## config.mk

```make
export PLATFORM = sky130hd
export DESIGN_NAME = ppwc_ctrl
export DESIGN_NICKNAME = d
export VERILOG_FILES = /design/src/ppwc_pkg.sv /design/src/ppwc_ctrl.sv
export SDC_FILE = /design/constraint.sdc
export NUM_CORES = 1
export LEC_CHECK = 0
export ABC_CLOCK_PERIOD_IN_PS = 1500
export BUFFER_PORTS_ARGS = -buffer_cell sky130_fd_sc_hd__clkbuf_2
export CORE_AREA = 2 2 39 41
export CTS_CLUSTER_DIAMETER = 80
export DETAILED_ROUTE_END_ITERATION = 16
export DIE_AREA = 0 0 41 43
export PLACE_DENSITY = 0.5
export SYNTH_ARGS = -nofsm -noshare
export SYNTH_HDL_FRONTEND = slang
export SYNTH_SLANG_ARGS = --single-unit
```

## constraint.sdc

```tcl
create_clock -name clk -period 1.5 [get_ports clk]
set_input_delay 0.3 -clock clk [delete_from_list [all_inputs] [get_ports clk]]
set_output_delay 0.3 -clock clk [all_outputs]
set_load 0.02 [all_outputs]
```

## src/ppwc_pkg.sv

```systemverilog
// shared types, constants and commands of the planar pixel write combiner
`default_nettype none
package ppwc_pkg;
  localparam int MaxPlanes   = 8;
  localparam int PlaneWords  = 4096;
  localparam int CachePixels = 32;

  localparam logic [1:0] FUNC_PUT   = 2'd0;
  localparam logic [1:0] FUNC_GET   = 2'd1;
  localparam logic [1:0] FUNC_FLUSH = 2'd2;

  localparam logic [1:0] REG_BPR    = 2'd0;
  localparam logic [1:0] REG_PCOUNT = 2'd1;
  localparam logic [1:0] REG_ONES   = 2'd2;
  localparam logic [1:0] REG_ABSENT = 2'd3;

  typedef enum logic [2:0] {
    ST_IDLE,
    ST_CALC,
    ST_FLUSH,
    ST_LOOKUP,
    ST_OUT
  } ppwc_state_t;

  // controller to datapath
  typedef struct packed {
    logic load_in;     // capture input transaction
    logic calc;        // register address and pixel index
    logic flush_step;  // flush read/merge/write step of the current plane
    logic flush_end;   // clear the write mask; invalidate the tag unless a new base is set
    logic set_base;    // take the new word base
    logic look_step;   // lookup read step of the current plane
    logic look_end;    // finish the result
    logic clr_plane;   // reset the plane counter
  } ppwc_cmd_t;

  // datapath to controller
  typedef struct packed {
    logic [1:0] func;
    logic       hit;
    logic       dirty;
    logic       plane_last;
    logic       masked;
    logic       busy;        // frame store clearing pass running
  } ppwc_stat_t;
endpackage
`default_nettype wire

```

## src/ppwc_ctrl.sv

```systemverilog
// controller state machine sequencing flush and plane lookups
`default_nettype none
module ppwc_ctrl (
  input  wire logic                 clk,
  input  wire logic                 rst_n,
  input  wire logic                 in_tvalid,
  output logic                      in_tready,
  output logic                      out_tvalid,
  input  wire logic                 out_tready,
  input  wire ppwc_pkg::ppwc_stat_t stat,
  output ppwc_pkg::ppwc_cmd_t       cmd
);
  ppwc_pkg::ppwc_state_t state_r, state_nxt;
  logic out_valid_r, out_valid_nxt;

  // state register
  always_ff @(posedge clk) begin
    if (!rst_n) begin
      state_r     <= ppwc_pkg::ST_IDLE;
      out_valid_r <= 1'b0;
    end else begin
      state_r     <= state_nxt;
      out_valid_r <= out_valid_nxt;
    end
  end

  assign out_tvalid = out_valid_r;

  // next state and commands
  always_comb begin
    state_nxt     = state_r;
    out_valid_nxt = out_valid_r && !out_tready;
    cmd           = '0;
    in_tready     = 1'b0;
    unique case (state_r)
      ppwc_pkg::ST_IDLE: begin
        // no transaction taken while the frame store is being cleared
        in_tready = !stat.busy;
        if (in_tvalid && !stat.busy) begin
          cmd.load_in = 1'b1;
          state_nxt   = ppwc_pkg::ST_CALC;
        end
      end
      ppwc_pkg::ST_CALC: begin
        cmd.calc      = 1'b1;
        cmd.clr_plane = 1'b1;
        state_nxt     = ppwc_pkg::ST_FLUSH;
      end
      ppwc_pkg::ST_FLUSH: begin
        // flush needed on explicit flush or on a miss of put/get
        if (stat.func == ppwc_pkg::FUNC_FLUSH ||
            ((stat.func == ppwc_pkg::FUNC_PUT || stat.func == ppwc_pkg::FUNC_GET) &&
             !stat.hit)) begin
          if (stat.dirty) begin
            cmd.flush_step = 1'b1;
            if (stat.plane_last) begin
              cmd.flush_end = 1'b1;
              cmd.clr_plane = 1'b1;
              cmd.set_base  = 1'b1;
              state_nxt     = ppwc_pkg::ST_LOOKUP;
            end
          end else begin
            cmd.flush_end = 1'b1;
            cmd.clr_plane = 1'b1;
            cmd.set_base  = 1'b1;
            state_nxt     = ppwc_pkg::ST_LOOKUP;
          end
        end else begin
          state_nxt = ppwc_pkg::ST_LOOKUP;
        end
      end
      ppwc_pkg::ST_LOOKUP: begin
        if (stat.func == ppwc_pkg::FUNC_GET && !stat.masked) begin
          cmd.look_step = 1'b1;
          if (stat.plane_last) state_nxt = ppwc_pkg::ST_OUT;
        end else begin
          state_nxt = ppwc_pkg::ST_OUT;
        end
      end
      ppwc_pkg::ST_OUT: begin
        if (!out_valid_r || out_tready) begin
          cmd.look_end  = 1'b1;
          out_valid_nxt = 1'b1;
          state_nxt     = ppwc_pkg::ST_IDLE;
        end
      end
      default: state_nxt = ppwc_pkg::ST_IDLE;
    endcase
  end
endmodule
`default_nettype wire

```

==> flow_summary.ini <==
[timing]
min_period_ns = 1.497
slew_headroom_pct = 85.91
fin_skew_ns = 0.0009565
max_clock_freq_mhz = 667.9
tightest_slew_ns = 0.2098
period_share_pct = 99.82
rsz0062_at_grt = yes
final_hold_viol_count = 0
drv_slew = 0
setup_viol = 0
fin_worst_hold_slack_ns = 0.3258

[floorplanning]
dieArea_um2 = 1763
start_util_pct = 20.98
row_count = 14
core_area_um2 = 1384
die_h_um = 43
die_width_um = 41
io_pins = 21

[setup_path]
critPathLaunchType = flop
crit_family = flip-flops
crit_chain = nand3b_1, o32ai_2, buf_4
cp.buffers_inverters = 1
r2r-start = state_r[0]
rrSetupSlack_ns = 0.26
r2r-end = state_r[0]
worstPathMaxFanout = 4
rr_worst_depth = 4
slowest_stage = dfxtp_2
cp.arrival_ns = 1.20
cpPeakStageDelay_ns = 0.31
critPathCaptureType = primary output
cp_data_required_time_ns = 1.20
crit_type = reg -> out

[min_path]
min_to = out_tvalid
min_from = rst_n
worstHoldPathType = in -> reg
holdPathStages = 2

[final_layout]
layout.nets = 81
finalNonFillerCells = 84
fillCellCount = 146
diodes = 0
drive_above_1_share_pct = 64.71
multi_input_area_um2 = 227.7
syn_to_final_growth_pct = 98.71
fin_area_um2 = 576.8
seq_area_um2 = 88.84
fin_util_pct = 41.68

[clocking]
cts_buffers = 3
cts_tree = built
hold_buffers = 0
cts-htree-levels = 1
clk_path_buf_depth = 2
clkSlewWorstSetupHoldPaths_ns = 0.04
clock_sinks = 4
clk_latency_ns = 0.23
cts-root-buf = clkbuf_4

[synthesis]
synthFlopType = dfxtp_1
synth_top_area_share_pct = 27.59
synth.most_common_cell = nor2_1
yosysTopAreaCell = dfxtp_1
synth-warning-count = 0
syn_area_um2 = 290.3
synth_area_per_cell_um2 = 8.063
ys_async_sr_fraction_pct = 0
synth_commonest_cells = 5 x nor2_1, 4 x dfxtp_1, 3 x nand2b_1
synth_area_leaders = dfxtp_1 28%, nand2b_1 6.5%, nor2_1 6.5%
synth_edf_count = 0
syn_inst = 36
synth.net_count = 47
seq_area_frac_synth_pct = 27.59
synth.distinct_cells = 24
ys_ff_latch = 4

[place]
dp_cells = 74
gp_congestion = 0.7290
dpl_cell_area_um2 = 440.4
io_buffers = 20
place_hpwl_um = 618.8

[global_route]
track_usage_pct = 11.13
grt_max_degree = 11
grt_overflow = 0
grt_pass1_wl_mm = 1.304
antenna_found_initial = 0
grt_pass1_vias = 353

[pwr]
power_per_cell_area_nw_per_um2 = 776.0
p_leak_nw = 0.2852
power_mw = 0.4476
peakVddDrop_mv = 0.3654

[routing]
vias_per_cell = 4.345
dr.pass1.iters = 2
drtIter0Drc = 4
wl_per_cell_um = 10.00
wirelength_um = 840
vias = 365
drcViolationCount = 0
antenna_left = 0

[status]
status = complete, no violations

[job]
drv_cap = 0
## timing repair
| item | in CTS | in global routing |
|---|---|---|
| buffers inserted | 1 | 6 |
| setup endpoints to repair | 4 | 7 |
| resized for setup | 10 | 12 |
| pin swaps | 3 | 3 |
| endpoints found under the hold margin | 0 | 0 |
## routing by layer
layer  part of all wire [%]  global-route usage, %  up-vias  routed length, µm
li1                       -                      -      197                  -
met1                     45                  13.14      152                379
met3                    5.8                  3.141        0                 49
met4                      0                  8.000        0                  0
met5                      0                      0        -                  0
met2                     49                  16.25       16                411
## cells in the final DEF, fill, tap and decap left out, types with 2 or more instances in the layout
cell / n
clkbuf_2: 14
buf_4: 13
nor2_1: 4
clkbuf_4: 4
nand2b_1: 3
nor3_2: 2
nor2b_1: 2
a21oi_1: 2
dfxtp_4: 2
## kinds of logic after synthesis
group	share of synthesized area, %
AND/OR/NAND/NOR	49.57
AO/OA/AOI/OAI	14.22
multiplexers	3.448
buffers and inverters	5.171
flip-flops	27.59
## registers in the layout, indices dropped and copies added (netlist names)
signal      flops
out_tvalid      1
state_r         3
## through the flow
step	TNS [ns]	setup WS, ns
after floorplan	-0.1614	-0.1199
after global placement	-0.02696	-0.02696
after detailed placement	-0.07617	-0.07617
after CTS	-0.04643	-0.03644
after global routing	-0.3095	-0.09421
final	0	0.002728
## how the worst max path moves through the flow
stage / startpoint / end / depth (start not counted)
CTS: state_r[0] / cmd[0] / 3
global placement: stat[6] / cmd[0] / 5
finish: state_r[0] / cmd[0] / 3
global route: state_r[0] / cmd[0] / 3
floorplan: state_r[2] / cmd[7] / 3
detailed placement: stat[6] / cmd[0] / 5
## layout make-up
cell class,count,area share [%]
flip-flops and latches,4,15.40
multi-input cells,29,39.48
well taps,16,3.471
inverters,1,0.6508
clock buffers,3,3.905
repair buffers,31,37.09
## power by group
part,internal (mW),total [mW],switching [mW]
clock,0.0893,0.130,0.0404
sequential,0.116,0.124,0.00850
combinational,0.101,0.194,0.0928
Note: power is estimated with default switching activity, not from simulation.
